`src/design/gmdw_pkg.sv`:
```
`timescale 1ns / 1ps
`default_nettype none

package gmdw_pkg;

	// Host command codes.
	localparam logic [1:0] CMD_WRITE = 2'd0;
	localparam logic [1:0] CMD_SOLVE = 2'd1;
	localparam logic [1:0] CMD_READ  = 2'd2;

	// Cell codes as stored in the grid memory.
	localparam logic [2:0] CELL_OPEN  = 3'd0;
	localparam logic [2:0] CELL_WALL  = 3'd1;
	localparam logic [2:0] CELL_START = 3'd2;
	localparam logic [2:0] CELL_GOAL  = 3'd3;
	localparam logic [2:0] CELL_SEEN  = 3'd4;
	localparam logic [2:0] CELL_DEAD  = 3'd5;

	// Side of the maze in use after reset.
	localparam logic [6:0] SIDE_RESET = 7'd8;

	typedef enum logic [1:0] {
		DIR_N,
		DIR_E,
		DIR_S,
		DIR_W
	} dir_t;

	typedef enum logic [3:0] {
		ST_RESET_CLR,
		ST_IDLE,
		ST_SWEEP,
		ST_SWEEP_TAIL,
		ST_WALK_INIT,
		ST_PROBE,
		ST_CHECK,
		ST_STUCK,
		ST_POP_RD,
		ST_POP_WR,
		ST_FIN
	} state_t;

	// Source of the grid memory write.
	typedef enum logic [2:0] {
		W_NONE,
		W_HOST,
		W_CLR,
		W_SWEEP,
		W_SEEN,
		W_DEAD,
		W_POP
	} wsel_t;

	// Source of the grid memory read.
	typedef enum logic [1:0] {
		R_NONE,
		R_HOST,
		R_SWEEP,
		R_NBR
	} rsel_t;

	typedef struct packed {
		wsel_t wsel;
		rsel_t rsel;
		dir_t  dir;
		logic  walk_init;
		logic  walk_move;
		logic  pop_rd;
		logic  ld_out;
		logic  out_found;
		logic  out_read;
	} ctrl_cmd_t;

	typedef struct packed {
		logic start_ok;
		logic sweep_last;
		logic nb_ok;
		logic enterable;
		logic is_goal;
		logic at_start;
		logic path_empty;
	} dp_stat_t;

	function automatic dir_t dir_next(input dir_t d);
		dir_t r;
		case (d)
			DIR_N: r = DIR_E;
			DIR_E: r = DIR_S;
			DIR_S: r = DIR_W;
			default: r = DIR_N;
		endcase
		return r;
	endfunction

endpackage

`default_nettype wire

```
`src/design/gmdw_ctrl.sv`:
```
`timescale 1ns / 1ps
`default_nettype none

module gmdw_ctrl import gmdw_pkg::*; (
	input  wire logic       clk,
	input  wire logic       arst_n,
	input  wire logic       in_valid,
	output logic            in_ready,
	input  wire logic [1:0] cmd,
	output logic            out_valid,
	input  wire logic       out_ready,
	input  wire dp_stat_t   stat,
	output ctrl_cmd_t       cmd_c
);

	state_t state_q;
	state_t state_d;
	dir_t   dir_q;
	dir_t   dir_d;
	logic   res_found_q;
	logic   res_found_d;
	logic   res_read_q;
	logic   res_read_d;
	logic   out_valid_q;

	// State and result-kind registers.
	always_ff @(posedge clk or negedge arst_n) begin
		if (!arst_n) begin
			state_q     <= ST_RESET_CLR;
			dir_q       <= DIR_N;
			res_found_q <= 1'b0;
			res_read_q  <= 1'b0;
			out_valid_q <= 1'b0;
		end else begin
			state_q     <= state_d;
			dir_q       <= dir_d;
			res_found_q <= res_found_d;
			res_read_q  <= res_read_d;
			if (cmd_c.ld_out) begin
				out_valid_q <= 1'b1;
			end else if (out_ready) begin
				out_valid_q <= 1'b0;
			end
		end
	end

	// Next state and datapath commands.
	always_comb begin
		state_d         = state_q;
		dir_d           = dir_q;
		res_found_d     = res_found_q;
		res_read_d      = res_read_q;
		in_ready        = 1'b0;
		cmd_c           = '0;
		cmd_c.wsel      = W_NONE;
		cmd_c.rsel      = R_NONE;
		cmd_c.dir       = dir_q;
		cmd_c.out_found = res_found_q;
		cmd_c.out_read  = res_read_q;
		case (state_q)
			ST_RESET_CLR: begin
				cmd_c.wsel = W_CLR;
				if (stat.sweep_last) begin
					state_d = ST_IDLE;
				end
			end
			ST_IDLE: begin
				in_ready = 1'b1;
				if (in_valid) begin
					res_found_d = 1'b0;
					res_read_d  = 1'b0;
					state_d     = ST_FIN;
					case (cmd)
						CMD_WRITE: begin
							cmd_c.wsel = W_HOST;
						end
						CMD_READ: begin
							cmd_c.rsel = R_HOST;
							res_read_d = 1'b1;
						end
						CMD_SOLVE: begin
							if (stat.start_ok) begin
								state_d = ST_SWEEP;
							end
						end
						default: begin
							state_d = ST_FIN;
						end
					endcase
				end
			end
			ST_SWEEP: begin
				cmd_c.rsel = R_SWEEP;
				cmd_c.wsel = W_SWEEP;
				if (stat.sweep_last) begin
					state_d = ST_SWEEP_TAIL;
				end
			end
			ST_SWEEP_TAIL: begin
				cmd_c.wsel = W_SWEEP;
				state_d    = ST_WALK_INIT;
			end
			ST_WALK_INIT: begin
				cmd_c.walk_init = 1'b1;
				dir_d           = DIR_N;
				state_d         = ST_PROBE;
			end
			ST_PROBE: begin
				if (stat.nb_ok) begin
					cmd_c.rsel = R_NBR;
					state_d    = ST_CHECK;
				end else if (dir_q == DIR_W) begin
					state_d = ST_STUCK;
				end else begin
					dir_d = dir_next(dir_q);
				end
			end
			ST_CHECK: begin
				if (stat.enterable) begin
					if (!stat.at_start) begin
						cmd_c.wsel = W_SEEN;
					end
					if (stat.is_goal) begin
						res_found_d = 1'b1;
						state_d     = ST_FIN;
					end else begin
						cmd_c.walk_move = 1'b1;
						dir_d           = DIR_N;
						state_d         = ST_PROBE;
					end
				end else if (dir_q == DIR_W) begin
					state_d = ST_STUCK;
				end else begin
					dir_d   = dir_next(dir_q);
					state_d = ST_PROBE;
				end
			end
			ST_STUCK: begin
				if (stat.at_start) begin
					state_d = ST_FIN;
				end else begin
					cmd_c.wsel = W_DEAD;
					state_d    = stat.path_empty ? ST_WALK_INIT : ST_POP_RD;
				end
			end
			ST_POP_RD: begin
				cmd_c.pop_rd = 1'b1;
				state_d      = ST_POP_WR;
			end
			ST_POP_WR: begin
				cmd_c.wsel = W_POP;
				state_d    = stat.path_empty ? ST_WALK_INIT : ST_POP_RD;
			end
			ST_FIN: begin
				if (!out_valid_q || out_ready) begin
					cmd_c.ld_out = 1'b1;
					state_d      = ST_IDLE;
				end
			end
			default: begin
				state_d = ST_IDLE;
			end
		endcase
	end

	assign out_valid = out_valid_q;

	// A result is never loaded over one that has not been taken.
	a_no_overwrite: assert property (@(posedge clk) disable iff (!arst_n)
		cmd_c.ld_out |-> (!out_valid_q || out_ready))
		else $error("result loaded while the previous beat is still pending");

	// A new result appears only out of the finish state.
	a_rise_from_fin: assert property (@(posedge clk) disable iff (!arst_n)
		$rose(out_valid_q) |-> $past(state_q == ST_FIN))
		else $error("output valid rose outside the finish state");

	// A neighbor check always follows a probe that issued the read.
	a_check_after_probe: assert property (@(posedge clk) disable iff (!arst_n)
		(state_q == ST_CHECK) |-> $past((state_q == ST_PROBE) && stat.nb_ok))
		else $error("neighbor check without a preceding read");

	// The path list is never popped when it is empty.
	a_pop_nonempty: assert property (@(posedge clk) disable iff (!arst_n)
		(state_q == ST_POP_RD) |-> !stat.path_empty)
		else $error("path list popped while empty");

endmodule

`default_nettype wire

```
`config.mk`:
```
export PLATFORM = sky130hd
export DESIGN_NAME = gmdw_ctrl
export DESIGN_NICKNAME = d
export VERILOG_FILES = /design/src/design/gmdw_pkg.sv /design/src/design/gmdw_ctrl.sv
export SDC_FILE = /design/constraint.sdc
export NUM_CORES = 1
export LEC_CHECK = 0
export ABC_AREA = 0
export BUFFER_PORTS_ARGS = -buffer_cell sky130_fd_sc_hd__buf_4
export CAP_MARGIN = 30
export CORE_MARGIN = 2
export CORE_UTILIZATION = 30
export CTS_CLUSTER_DIAMETER = 200
export CTS_CLUSTER_SIZE = 24
export DETAILED_ROUTE_END_ITERATION = 10
export GPL_ROUTABILITY_DRIVEN = 1
export GPL_TIMING_DRIVEN = 0
export SYNTH_ARGS = -nofsm -noshare
export SYNTH_HDL_FRONTEND = slang
export SYNTH_SLANG_ARGS = --single-unit
```
`constraint.sdc`:
```
create_clock -name clk -period 2.6 [get_ports clk]
set_input_delay 0.52 -clock clk [delete_from_list [all_inputs] [get_ports clk]]
set_output_delay 0.52 -clock clk [all_outputs]
set_load 0.03 [all_outputs]
```
[Yosys cells after proc, flatten, opt, wreduce, memory -nomap -nowiden]
Index checks and enable logic that the tools add are counted.
Storage, ports and cells
  bits in registers: 9
  input port bits: 13
  output and inout bits: 15
  logic and storage cells: 86
Operators by class
  equal/unequal tests: 24
  mux-type cells: 44
  reduce and logical (&&, ||, !) cells: 13
Operators by type and width (number)
  $mux 4: 12
  $pmux 4 s11: 1
  $pmux 2 s3: 3
  $pmux 3 s6: 1
  $eq 4x3->1 const B: 4
  $mux 1: 16
  $ne 2x2->1 const B: 7
  $eq 4x4->1 const B: 3
  $mux 2: 6
  $mux 3: 4
  $eq 4x2->1 const B: 2
  $eq 2x2->1 const B: 3
  $ne 3x3->1 const B: 2
  $reduce_and 5->1: 1
  $eq 2x1->1 const B: 2
  $eq 4x1->1 const B: 1
  $logic_not 2->1: 2
  $logic_not 4->1: 1
  $reduce_and 4->1: 1
  $reduce_bool 2->1: 2
  $reduce_and 3->1: 1
  $reduce_bool 3->1: 1
  $pmux 1 s2: 1
  $reduce_and 2->1: 1
  other kinds (3): 3

[Depth between registers and ports, before layout]
  depth after elaboration: 5
  depth in mapped cells: 6
  depth with buffers taken out: 4

[Worst setup path before layout]
Ideal clock, no wire load.
  kind: reg-to-output
  from: reg state_q[1]
  to: out cmd_c[10] in the netlist's numbering
  data arrival time: 1832 ps
  data required time: 2080 ps
  setup slack: 248 ps
  stages on the path, launching flop included: 5
  buffers on the path: 0
  path through: dfrtp_1 > nor4b_2 > nand2_1 > nor2_1 > a32o_1
RTL lines
  start, declared: RTL line gmdw_ctrl.sv:16  | state_t state_q;
  start signal, assigned: RTL line gmdw_ctrl.sv:35  | state_q <= state_d;
  end, declared: RTL line gmdw_ctrl.sv:13  | output ctrl_cmd_t cmd_c

==> results.md <==
- The relative contribution of sequential cells to total power is 19.1%.
- The number of antenna diodes in the final layout is 0.
- Once the floorplan was initialized, standard cells occupied 32.1% of the core.
- The required time at the worst-slack endpoint is 2.08 ns.
- Clock tree synthesis found a total of 9 sinks.
- The number of hold buffers added after CTS is 0.
- The final max-slew violation count is 0.
- Counting flops and latches in the post-synthesis netlist gives 9.
- The fraction of layout cells with a size suffix above 1 is 36.3%.
- The number of nets in the synthesized netlist is 107.
- The area of the die is 3110 um^2.
- The worst hold slack across all endpoints is 0.0683 ns.
- The number of synthesis warnings is 0.
- The internal power component is between 600 and 700 uW.
- In this run the number of H-tree levels came out at 1.
- The fraction of registers with async set/reset is 100%.
- In the synthesized netlist the dominant register cell turns out to be dfrtp_1.
- The remaining routing DRC violations is 0.
- The number of DRC markers in iteration 0 is 31.
- The signal arrival time at the worst endpoint is 1.85 ns.
- Measured against its own limit, the worst slew margin works out to 69.3%.
- Derived from the worst setup path, the maximum achievable clock frequency is 0.423 GHz.
- Once detailed placement completed, the half-perimeter wirelength came to 1790 um.
- The final critical path takes up approximately nine tenths of the cycle.
- The first-pass iteration count of the detailed router is 4.
- The synthesized netlist contains 49 unique library cells.
- The number of setup buffers added after CTS is 0.
- The wire length per cell after detailed routing is 14.6 um.
- The mean area per synthesized cell is 8.55 um^2.
- For the final database, setup skew stands at 0.00277 ns.
- The total clock buffers created by CTS is 3.
- Net switching is 50.9% of the power.
- The count of buffers added on input and output ports is 27.
- The core box area is ~2500 um^2.
- The worst setup path is of the register to output port kind.
- STA classifies the critical path endpoint as an output port.
- TritonCTS built the clock tree.
- The number of global-route vias before repair came to 787.
- The combined global-route utilization of all metal layers is between 10% and 20%.
- The clock network accounts for under 10% of the total power.
- The die is 55.7 um tall.
- The layout filler cell count is 265.
- The die is 55.7 um wide.
- Along the worst path, the maximum fanout reaches 8.
- The total power density per cell area is 1290 nW/um^2.
- The total overflow reported by the global router is 0.
- The post-synthesis instance total is 94.
- The total number of placement rows is 18.
- Setup total negative slack on the finished layout was measured at 0 ns.
- The number of gates resized after CTS was 0.
- Setup repair after global routing left no endpoint under its margin.
- Cells fill 42.6% of the core in the end.
- The number of antenna violations at the first check in global routing came to 0.
- Summed over all layers, the routed wires come to 2250 um.
- The number of I/O pins is 28.
- With fillers left out, the area of the finished cells amounts to 1070 um^2.
- The routability congestion estimate is 0.912.
- The highest ir drop seen on vdd is 0.000658 V.
- The reported leakage power is approximately 0.46 nW.
- Entering global routing, the biggest net connects 11 pins.
- The detail route stage leaves a number of antenna-violating nets equal to 0.
- The clock slew at the register clock pins of the worst setup and hold paths is 0.06 ns.
- After detailed routing, the number of vias per cell comes to approximately 5.6.
- The flow ran to the end, and the final reports show no timing, DRC or antenna violations.
- The type of origin of the critical path is a register.
- The clock period minus worst slack is 2.37 ns.
- Compared with the post-synthesis result, the final layout area differs by 32.7%.
- The total of endpoints with negative setup slack in the final report is 0.
- Counting flops with a built-in enable in the synthesized netlist gives 0.
- The switching power summed over all nets is 701 uW.
- The number of endpoints with negative hold slack in the final report came to 0.
- The worst-margin pin slew is ~0.46 ns.
- The share of total power in combinational logic is approximately three quarters.
- The first global-routing pass estimated between 3000 and 4000 um of wire.
- The class of the tightest hold or removal check is primary input to async pin.
- Clock latency on the worst-skew pair, taken at its later pin, is 0.26 ns.
- The routed via count is 870.
- The net count of the finished layout is 138.
- The buffer levels on the longest clock path is 2.
- The cell area that synthesis handed to floorplanning was 803 um^2.
- The sequential element share of the synthesized area is between 20% and 30%.
- The number of max-cap violations is 0.
- The root cell of the clock tree is clkbuf_4.
- Once placement finished, the instance area stood at 1040 um^2.
-- placed cells by master, fill, tap and decap left out, types with 3 or more instances in the layout --
| cell | n |
|---|---|
| buf_4 | 29 |
| nor2_1 | 9 |
| dfrtp_1 | 9 |
| nand2b_1 | 5 |
| inv_1 | 4 |
| o21ai_0 | 4 |
| a21oi_1 | 4 |
| buf_2 | 3 |
| clkbuf_1 | 3 |
| nor3_1 | 3 |
| nand2_1 | 3 |
| a31oi_1 | 3 |
| clkbuf_4 | 3 |
-- synth_stat cells (2+ instances only) --
| master | instances | area [um^2] |
|---|---|---|
| a31oi_1 | 3 | 18.8 |
| buf_4 | 2 | 15.0 |
| nand2b_1 | 5 | 31.3 |
| a211oi_1 | 2 | 15.0 |
| inv_1 | 4 | 15.0 |
| nand3b_1 | 2 | 15.0 |
| nor3_1 | 3 | 15.0 |
| nand2_1 | 3 | 11.3 |
| buf_2 | 3 | 15.0 |
| dfrtp_1 | 9 | 225 |
| nor2_1 | 9 | 33.8 |
| a32o_1 | 2 | 20.0 |
| nor2b_1 | 2 | 12.5 |
| a21oi_1 | 4 | 20.0 |
| o31ai_1 | 2 | 15.0 |
| o22ai_1 | 2 | 12.5 |
| o21ai_0 | 4 | 20.0 |
| clkbuf_1 | 2 | 7.51 |
-- registers in the layout, summed over array words and instances, names as in the netlist --
register     count
res_read_q       1
out_valid        1
res_found_q      1
state_q          4
dir_q            2
-- logic make-up after synthesis --
| kind of cell | after synthesis | share of synthesized area, % |
|---|---|---|
| compound gates | 35 | 33.3 |
| simple gates | 35 | 27.7 |
| buf+inv | 13 | 8.41 |
| flops | 9 | 28.0 |
| xor+xnor | 1 | 1.09 |
| mux | 1 | 1.40 |
-- power by group through the flow --
stage | Clock (mW) | Sequential [mW] | Combinational (mW)
2_1_floorplan | 0 | 0.287 | 0.699
3_3_place_gp | 0 | 0.263 | 1.00
3_5_place_dp | 0 | 0.264 | 1.01
4_1_cts | 0.111 | 0.262 | 1.01
5_1_grt | 0.122 | 0.274 | 1.08
6_report | 0.107 | 0.263 | 1.01
-- worst paths after layout --
check                                        from                 endpoint  slack (ns)  cells after the start
max                        state_q[3]$_DFFE_PN0P_                cmd_c[10]        0.23                      5
min reg2reg                res_read_q$_DFFE_PN0P_   res_read_q$_DFFE_PN0P_        0.51                      1
max in group asynchronous                  arst_n     dir_q[0]$_DFFE_PN0P_        2.39                      1
max reg2reg                state_q[0]$_DFFE_PN0P_   state_q[0]$_DFFE_PN0P_        0.90                      5
min                                        arst_n   state_q[0]$_DFFE_PN0P_        0.07                      1
min in group clk                         in_valid  res_found_q$_DFFE_PN0P_        0.46                      2
-- routing by layer --
layer,share of wire (%),global-route usage [%]
met5,0,0
met2,44,22.4
met4,1.1,4.18
met1,48,20.8
met3,7.1,5.58
-- critical path: stages (launching register included) --
cell and delay (ns):
dfrtp_1 0.47, nor4b_2 0.45, nand2_1 0.15, nor2_1 0.19, a32o_1 0.17, buf_4 0.16
-- stage by stage --
step	instances	power (mW)	setup WS [ns]
2_1_floorplan	94	0.987	0.248
3_3_place_gp	151	1.26	0.440
3_5_place_dp	151	1.28	0.406
4_1_cts	155	1.39	0.114
5_1_grt	154	1.47	0.117
6_report	154	1.38	0.234
-- final cells by class --
type                            instances  area (um^2)  share of cell area (%)
Clock buffer                            4         26.3                    2.46
Multi-Input combinational cell         72          510                    47.9
Sequential cell                         9          225                    21.1
Inverter                                4         15.0                    1.41
Timing Repair Buffer                   27          203                    19.0
Buffer                                  8         48.8                    4.58
Tap cell                               30         37.5                    3.52
No activity file was read; power rests on OpenSTA's default activity.
